$ cat src/rtl/rk4pla_pkg.sv
`timescale 1ns / 1ps

package rk4pla_pkg;

   // word and arithmetic widths
   localparam int WORD_W        = 32;
   localparam int STEP_W        = 25;
   localparam int MUL_A_W       = WORD_W + 1;
   localparam int PROD_W        = MUL_A_W + WORD_W;
   localparam int SUM_W         = 35;
   localparam int CNT_W         = 32;
   localparam int LANES         = 3;
   localparam int FRAC_BITS_DEF = 24;

   // divide-by-six unit: one 4-bit digit per cycle
   localparam int DIV_W      = 36;
   localparam int DIV_DIGIT  = 4;
   localparam int DIV_ITER   = DIV_W / DIV_DIGIT;
   localparam int DIV_CNT_W  = $clog2(DIV_ITER + 1);
   localparam logic [3:0] MEAN_DIVISOR = 4'd6;

   // configuration port
   localparam int CSR_IDX_W  = 3;
   localparam int CSR_DATA_W = 32;
   localparam logic [CSR_IDX_W-1:0] CSR_STEP_SIZE = 3'd0;
   localparam logic [CSR_IDX_W-1:0] CSR_COEF_C1   = 3'd1;
   localparam logic [CSR_IDX_W-1:0] CSR_COEF_C2   = 3'd2;
   localparam logic [CSR_IDX_W-1:0] CSR_COEF_C3   = 3'd3;
   localparam logic [CSR_IDX_W-1:0] CSR_COEF_A1   = 3'd4;
   localparam logic [CSR_IDX_W-1:0] CSR_COEF_A2   = 3'd5;
   localparam logic [CSR_IDX_W-1:0] CSR_COEF_A3   = 3'd6;

   // register reset values
   localparam logic [STEP_W-1:0]        STEP_SIZE_RST = 25'd8389;
   localparam logic signed [WORD_W-1:0] COEF_C1_RST   = -32'sd45130301;
   localparam logic signed [WORD_W-1:0] COEF_C2_RST   = -32'sd39980106;
   localparam logic signed [WORD_W-1:0] COEF_C3_RST   = -32'sd235703108;
   localparam logic signed [WORD_W-1:0] COEF_A1_RST   = 32'sd3187671;
   localparam logic signed [WORD_W-1:0] COEF_A2_RST   = -32'sd32957163;
   localparam logic signed [WORD_W-1:0] COEF_A3_RST   = 32'sd105901143;

   // command codes
   localparam logic CMD_LOAD = 1'b0;
   localparam logic CMD_STEP = 1'b1;

   // saturation bounds on the wide form
   localparam logic signed [PROD_W-1:0] CLIP_MAX = PROD_W'({1'b0, {(WORD_W-1){1'b1}}});
   localparam logic signed [PROD_W-1:0] CLIP_MIN = ~CLIP_MAX;

   typedef struct packed {
      logic                     command;
      logic signed [WORD_W-1:0] x_init;
      logic signed [WORD_W-1:0] y_init;
      logic signed [WORD_W-1:0] z_init;
   } req_item_type;

   typedef struct packed {
      logic signed [WORD_W-1:0] x_out;
      logic signed [WORD_W-1:0] y_out;
      logic signed [WORD_W-1:0] z_out;
      logic [CNT_W-1:0]         step_count;
      logic                     saturated;
   } rsp_item_type;

   // multiplier operations of one slope evaluation, in issue order
   typedef enum logic [3:0] {
      MUL_C1D,
      MUL_C2D,
      MUL_C3D,
      MUL_A3X,
      MUL_A2Y,
      MUL_A1Z,
      MUL_HFX,
      MUL_HFY,
      MUL_HFZ
   } mul_op_type;

   typedef struct packed {
      logic       start;
      logic       load;
      logic       setup;
      logic [1:0] stage;
      logic       diff;
      logic       mul_en;
      mul_op_type mul_op;
      logic       wb_en;
      mul_op_type wb_op;
      logic       acc_last;
      logic       div_start;
      logic       div_run;
      logic       advance;
      logic       publish;
   } dp_cmd_type;

   typedef struct packed {
      logic div_done;
   } dp_status_type;

   typedef struct packed {
      logic signed [WORD_W-1:0] value;
      logic                     hit;
   } clip_type;

   // saturate a wide value to one word
   function automatic clip_type clip32(input logic signed [PROD_W-1:0] v);
      clip_type r;
      if (v > CLIP_MAX) begin
         r.value = CLIP_MAX[WORD_W-1:0];
         r.hit   = 1'b1;
      end else if (v < CLIP_MIN) begin
         r.value = CLIP_MIN[WORD_W-1:0];
         r.hit   = 1'b1;
      end else begin
         r.value = v[WORD_W-1:0];
         r.hit   = 1'b0;
      end
      return r;
   endfunction

   // exact add, then saturate
   function automatic clip_type fadd32(input logic signed [PROD_W-1:0] a,
                                       input logic signed [PROD_W-1:0] b);
      return clip32(a + b);
   endfunction

endpackage

$ cat src/rtl/rk4pla_ctrl.sv
`timescale 1ns / 1ps

module rk4pla_ctrl
   import rk4pla_pkg::*;
(
   input  logic          clock,
   input  logic          reset,
   input  logic          req_valid,
   input  logic          req_command,
   output logic          req_stall,
   output logic          rsp_valid,
   input  logic          rsp_stall,
   output dp_cmd_type    cmd,
   input  dp_status_type status
);

   typedef enum logic [3:0] {
      S_IDLE,
      S_SETUP,
      S_DIFF,
      S_MUL,
      S_DRAIN,
      S_ACC,
      S_DIV_LOAD,
      S_DIV,
      S_ADV,
      S_PUBLISH
   } state_type;

   localparam logic [1:0] STAGE_LAST = 2'd3;

   state_type  state_ff, state_in;
   logic [1:0] stage_ff, stage_in;
   mul_op_type mul_ff, mul_in;
   logic       rsp_valid_ff, rsp_valid_in;
   logic       req_take, rsp_take, slot_free;

   assign req_take  = req_valid && (state_ff == S_IDLE);
   assign rsp_take  = rsp_valid_ff && !rsp_stall;
   assign slot_free = !rsp_valid_ff || !rsp_stall;
   assign req_stall = (state_ff != S_IDLE);
   assign rsp_valid = rsp_valid_ff;

   // sequencer: load or four slope passes, mean, divide, update
   always_comb begin
      cmd          = '0;
      cmd.stage    = stage_ff;
      cmd.mul_op   = mul_ff;
      cmd.wb_op    = MUL_HFZ;
      state_in     = state_ff;
      stage_in     = stage_ff;
      mul_in       = mul_ff;
      rsp_valid_in = rsp_valid_ff && !rsp_take;
      unique case (state_ff)
         S_IDLE: begin
            if (req_take) begin
               cmd.start = 1'b1;
               if (req_command == CMD_LOAD) begin
                  cmd.load = 1'b1;
                  state_in = S_PUBLISH;
               end else begin
                  stage_in = 2'd0;
                  state_in = S_SETUP;
               end
            end
         end
         S_SETUP: begin
            cmd.setup = 1'b1;
            state_in  = S_DIFF;
         end
         S_DIFF: begin
            cmd.diff = 1'b1;
            mul_in   = MUL_C1D;
            state_in = S_MUL;
         end
         S_MUL: begin
            // issue one product, retire the one before it
            cmd.mul_en = 1'b1;
            if (mul_ff != MUL_C1D) begin
               cmd.wb_en = 1'b1;
               cmd.wb_op = mul_op_type'(4'(mul_ff) - 4'd1);
            end
            if (mul_ff == MUL_HFZ) begin
               state_in = S_DRAIN;
            end else begin
               mul_in = mul_op_type'(4'(mul_ff) + 4'd1);
            end
         end
         S_DRAIN: begin
            cmd.wb_en = 1'b1;
            cmd.wb_op = MUL_HFZ;
            if (stage_ff == STAGE_LAST) begin
               state_in = S_ACC;
            end else begin
               stage_in = stage_ff + 2'd1;
               state_in = S_SETUP;
            end
         end
         S_ACC: begin
            cmd.acc_last = 1'b1;
            state_in     = S_DIV_LOAD;
         end
         S_DIV_LOAD: begin
            cmd.div_start = 1'b1;
            state_in      = S_DIV;
         end
         S_DIV: begin
            cmd.div_run = 1'b1;
            if (status.div_done) begin
               state_in = S_ADV;
            end
         end
         S_ADV: begin
            cmd.advance = 1'b1;
            state_in    = S_PUBLISH;
         end
         S_PUBLISH: begin
            if (slot_free) begin
               cmd.publish  = 1'b1;
               rsp_valid_in = 1'b1;
               state_in     = S_IDLE;
            end
         end
         default: begin
            state_in = S_IDLE;
         end
      endcase
   end

   // state and registered outputs
   always_ff @(posedge clock) begin
      if (reset) begin
         state_ff     <= S_IDLE;
         stage_ff     <= 2'd0;
         mul_ff       <= MUL_C1D;
         rsp_valid_ff <= 1'b0;
      end else begin
         state_ff     <= state_in;
         stage_ff     <= stage_in;
         mul_ff       <= mul_in;
         rsp_valid_ff <= rsp_valid_in;
      end
   end

   // a new result never overwrites one that is still waiting
   a_publish_free: assert property (@(posedge clock) disable iff (reset)
      cmd.publish |-> slot_free)
      else $error("result published over a pending item");

   // update only right after the divide pass
   a_adv_after_div: assert property (@(posedge clock) disable iff (reset)
      (state_ff == S_ADV) |-> $past(state_ff == S_DIV))
      else $error("state update without divide pass");

   // a step item starts at the first slope stage
   a_step_start: assert property (@(posedge clock) disable iff (reset)
      (req_take && (req_command == CMD_STEP)) |=> (state_ff == S_SETUP && stage_ff == 2'd0))
      else $error("step item did not start at stage zero");

   // last slope pass goes on to the weighted mean
   a_last_stage: assert property (@(posedge clock) disable iff (reset)
      (state_ff == S_DRAIN && stage_ff == STAGE_LAST) |=> (state_ff == S_ACC))
      else $error("slope passes did not end after the fourth");

   // result valid rises only out of the publish state
   a_rsp_source: assert property (@(posedge clock) disable iff (reset)
      $rose(rsp_valid_ff) |-> $past(state_ff == S_PUBLISH))
      else $error("result valid rose outside publish");

endmodule

$ cat config.mk
export PLATFORM = sky130hd
export DESIGN_NAME = rk4pla_ctrl
export DESIGN_NICKNAME = d
export VERILOG_FILES = /design/src/rtl/rk4pla_pkg.sv /design/src/rtl/rk4pla_ctrl.sv
export SDC_FILE = /design/constraint.sdc
export NUM_CORES = 1
export LEC_CHECK = 0
export BUFFER_PORTS_ARGS = -buffer_cell sky130_fd_sc_hd__buf_2
export CAP_MARGIN = 20
export CELL_PAD_IN_SITES_DETAIL_PLACEMENT = 1
export CELL_PAD_IN_SITES_GLOBAL_PLACEMENT = 1
export CORE_AREA = 3 3 60 62
export CTS_CLUSTER_DIAMETER = 60
export DETAILED_ROUTE_END_ITERATION = 10
export DIE_AREA = 0 0 63 65
export GPL_TIMING_DRIVEN = 1
export HOLD_SLACK_MARGIN = 0.1
export PLACE_DENSITY = 0.61
export SETUP_SLACK_MARGIN = 0.15
export SLEW_MARGIN = 20
export SYNTH_ARGS = -nofsm -noshare
export SYNTH_HDL_FRONTEND = slang
export SYNTH_SLANG_ARGS = --single-unit
$ cat constraint.sdc
create_clock -name clock -period 2.9 [get_ports clock]
set_input_delay 0.435 -clock clock [delete_from_list [all_inputs] [get_ports clock]]
set_output_delay 0.435 -clock clock [all_outputs]
set_load 0.01 [all_outputs]
# [After elaboration in Yosys (flattened, before gate mapping)]
# Index checks and enable logic that the tools add are counted.
# Widths: inputs -> output; s select.
[totals] register_bits=11 inputBits=6 wordCells=69
[classes] addsub=3 eq_ne=18 n_mux=29 reduce_logical=15
[op_table] operator="$pmux 4 s10" count=1
[op_table] operator="$mux 4" count=6
[op_table] operator="$eq 4x3->1 const B" count=4
[op_table] operator="$ne 2x2->1 const B" count=7
[op_table] operator="$eq 4x4->1 const B" count=3
[op_table] operator="$mux 1" count=12
[op_table] operator="$mux 2" count=5
[op_table] operator="$pmux 5 s2" count=1
[op_table] operator="$eq 4x2->1 const B" count=2
[op_table] operator="$pmux 4 s2" count=1
[op_table] operator="$reduce_and 4->1" count=2
[op_table] operator="$reduce_bool 4->1" count=2
[op_table] operator="$mux 5" count=1
[op_table] operator="$add 4x1->4 const B" count=1
[op_table] operator="$eq 4x1->1 const B" count=1
[op_table] operator="$logic_not 4->1" count=1
[op_table] operator="$pmux 2 s2" count=1
[op_table] operator="$reduce_bool 2->1" count=2
[op_table] operator="$sub 4x1->4 const B" count=1
[op_table] operator="$logic_and 1x1->1" count=3
[op_table] operator="$logic_not 1->1" count=3
[op_table] operator="$mux 3" count=1
[op_table] operator="$add 2x1->2 const B" count=1
[op_table] operator="$eq 2x2->1 const B" count=1
[op_table] operator="2 further kinds" count=2

# [Logic depth before layout (Yosys ltp)]
[logic_depth] depth_word=6 ltp_mapped=6

# [Worst setup path after synthesis]
# Ideal clock, no wire load.
[synth_timing] kind="reg-to-output" from="reg mul_ff[0]" to="out cmd[7] (netlist bit)" arrival_ps=1238 required_ps=2465 path_slack_ps=1227 stages_incl_launch_ff=6 n_path_buf=0 path_cell_list="dfxtp_1 inv_1 ha_1 nand3b_2 o21ai_0 and2_1"
[synth_lines] item="from (decl)" line_no="rk4pla_ctrl.sv:34" text="mul_op_type mul_ff, mul_in;"
[synth_lines] item="from (signal assigned)" line_no="rk4pla_ctrl.sv:140" text="mul_ff <= mul_in;"
[synth_lines] item="to (decl)" line_no="rk4pla_ctrl.sv:13" text="output dp_cmd_type cmd,"

==> results.md <==
- Status: finished clean
- Diode count: 0
- Share of the yosys chip area belonging to registers: 0.254
- Peak VDD IR: approximately 270 uV
- Synth top area cells: dfxtp_1, nor2_1, ha_1
- Total CTS buffers: 3
- Clock Pin Slew Worst Setup and Hold Paths: ~80 ps
- WL/cell: around 13 um
- Comb power frac: 0.451
- Post-Syn Nets: about 120
- Root Driver: clkbuf_4
- Clock share of power: 0.162
- Vias in the first global route: between 900 and 1,000
- Most common library cell in the layout ignoring fill and taps: buf_2
- Flop2flop setup slack: between 1000 and 1500 ps
- Setup WS pre-CTS: 846 ps
- Starting density of the core: 0.282
- Initial antenna violation count: 0
- First-pass iteration count of the detailed router: 4
- Worst-Margin Slew: just over 600 ps
- Register area: roughly 220 sq um
- Post-synth EDFFs: 0
- P_leak: about 0.47 nW
- Number of DRC markers in iteration 0: 10
- # Max-Cap Violations: 0
- Largest net degree at the start of global routing: 20
- Final hold violation count: 0
- Fmax: around 420 MHz
- Critical Path End Type: primary output
- Post-Synthesis Cells: 110
- Boundary Pins: 29
- Hold Path Sink: rsp_valid
- WP data arrival: around 1900 ps
- Total clock sinks: 11
- Post-CTS Hold Fix Bufs: 0
- Grt ovf: 0
- RSZ-0062 raised after global routing: no
- Vias: between 800 and 900
- Sequential fraction of design power: 0.387
- Slew HR: 0.589
- Worst Hold Launch: rsp_stall
- Worst-path fanout max: 19
- Most frequent cells in the layout: buf_2, nor2_1, dfxtp_1
- H-tree levels: 1
- Die W: between 60 and 70 um
- Fin crit period: ~2400 ps
- Synth-to-Final Area Change: 19.2%
- First-pass GRT wire length: about 4.3 mm
- Core box area: between 3000 and 4000 sq um
- Nets: between 100 and 150
- Clk_skew: 0.545 ps
- Post-synth top area share: 0.254
- Switch Pwr: ~0.32 mW
- Ys flop type: dfxtp_1
- Crit path required time: roughly 2500 ps
- PortBufs: 28
- Die ar.: about 4100 sq um
- Total wire length: roughly 2.4 mm
- Worst skew pair latency: ~270 ps
- Setup Total Neg Slack: 0 ps
- Cell Rows: 20
- Post-route setup slack: 547 ps
- Final setup violation count: 0
- Fillers: roughly 410
- Mapped Area: 867 sq um
- Synth async-reset ratio: 0
- Mean Syn Cell Area: about 7.9 sq um
- Gr usage total: 0.130
- Hold Crit Class: in -> reg
- Post-DP HPWL: between 1.5 and 2 mm
- CP Launch Type: register
- Synth unique cells: 41
- Die height: approximately 65 um
- Setup CP Type: reg -> out
- Gpl congestion: between 0.7 and 0.8
- Number of setup buffers added after CTS: 0
- Fraction of layout cells with a size suffix above 1: 0.296
- Sw frac: 0.468
- Worst Hold Depth: 3
- FF+latch count, synth: 11
- P_int: between 0.3 and 0.4 mW
- # DRC: 0
- Reg2reg end: mul_ff[3]
- Cts repair resizes: 0
- Antenna Nets Post-Route: 0
- Vias per inst: ~4.8
- CTS tree: done
- Area of the multi-input gates: between 500 and 600 sq um
- Worst reg2reg startpoint: state_ff[1]
- CTS max path bufs: 2
- PwrDens: 656 nW/um^2
- Count of pins over their slew limit: 0
- Cell taking the most area after synthesis: dfxtp_1
- Reg2Reg Depth: 4
- Fin crit share: 0.811
- Ys Warns: 0
-- routing by layer --
metal	vias up	part of all wire	GRT usage
met2	16	0.48	0.213
met5	-	0	0
met4	0	0.0075	0.0579
met3	2	0.035	0.0277
li1	442	-	-
met1	408	0.48	0.161
-- cell type report --
| class | instances | area share |
|---|---|---|
| Clock buffer | 4 | 0.0254 |
| Multi-Input combinational cell | 87 | 0.554 |
| Sequential cell | 11 | 0.213 |
| Tap cell | 44 | 0.0533 |
| Timing Repair Buffer | 28 | 0.136 |
| Inverter | 5 | 0.0182 |
-- critical path, stage by stage (launching register included) --
cell,delay (ps)
dfxtp_1,720
and4bb_1,530
nand2_1,140
nor2_1,130
buf_2,130
-- flip-flops by register name (all words and copies together), names as in the netlist --
| register | cells |
|---|---|
| mul_ff | 4 |
| state_ff | 4 |
| stage_ff | 2 |
| rsp_valid | 1 |
-- cell usage after synthesis, types with 3 or more instances --
| library cell | instances |
|---|---|
| buf_6 | 3 |
| nand2_1 | 9 |
| nand2b_1 | 4 |
| a21oi_1 | 7 |
| nor4_1 | 3 |
| nor2b_1 | 3 |
| o21ai_0 | 5 |
| nor2_1 | 15 |
| inv_1 | 4 |
| nand3_1 | 5 |
| ha_1 | 3 |
| nor3_1 | 4 |
| dfxtp_1 | 11 |
-- stage by stage --
| step | hold slack (ps) | cell area (sq um) | std cells | total power [mW] | utilization |
|---|---|---|---|---|---|
| detailed placement | 504 | 1010 | 175 | 0.574 | 0.327 |
| CTS | 435 | 1030 | 179 | 0.690 | 0.336 |
| floorplan | 508 | 867 | 110 | 0.500 | - |
| global placement | 478 | 1010 | 175 | 0.565 | 0.327 |
| finish | 439 | 1030 | 179 | 0.678 | 0.336 |
| global route | 432 | 1030 | 179 | 0.743 | 0.336 |
-- how the worst max path moves through the flow --
stage / start / cells after the start / end
5_1_grt: state_ff[1] / 4 / cmd[6]
6_report: state_ff[1] / 4 / cmd[6]
3_3_place_gp: state_ff[1] / 4 / cmd[6]
3_5_place_dp: state_ff[1] / 4 / cmd[6]
4_1_cts: state_ff[1] / 4 / cmd[6]
2_1_floorplan: mul_ff[0] / 5 / cmd[7]
-- power groups by stage --
stage          registers (mW)  logic (mW)  clock network (mW)
3_3_place_gp            0.263       0.302                   0
3_5_place_dp            0.266       0.308                   0
5_1_grt                 0.274       0.345               0.125
2_1_floorplan           0.201       0.299                   0
4_1_cts                 0.263       0.311               0.117
6_report                0.262       0.306               0.110
-- kinds of logic (layout without fill, tap and decap cells) --
kind of cell	Yosys count	count (layout)	share of synthesized area
simple gates	59	59	0.416
compound gates	21	21	0.159
buf+inv	12	37	0.0851
flops	11	11	0.254
fa+ha+maj	3	3	0.0433
xor+xnor	2	2	0.0202
mux	2	2	0.0231
Note: power is estimated with default switching activity, not from simulation.
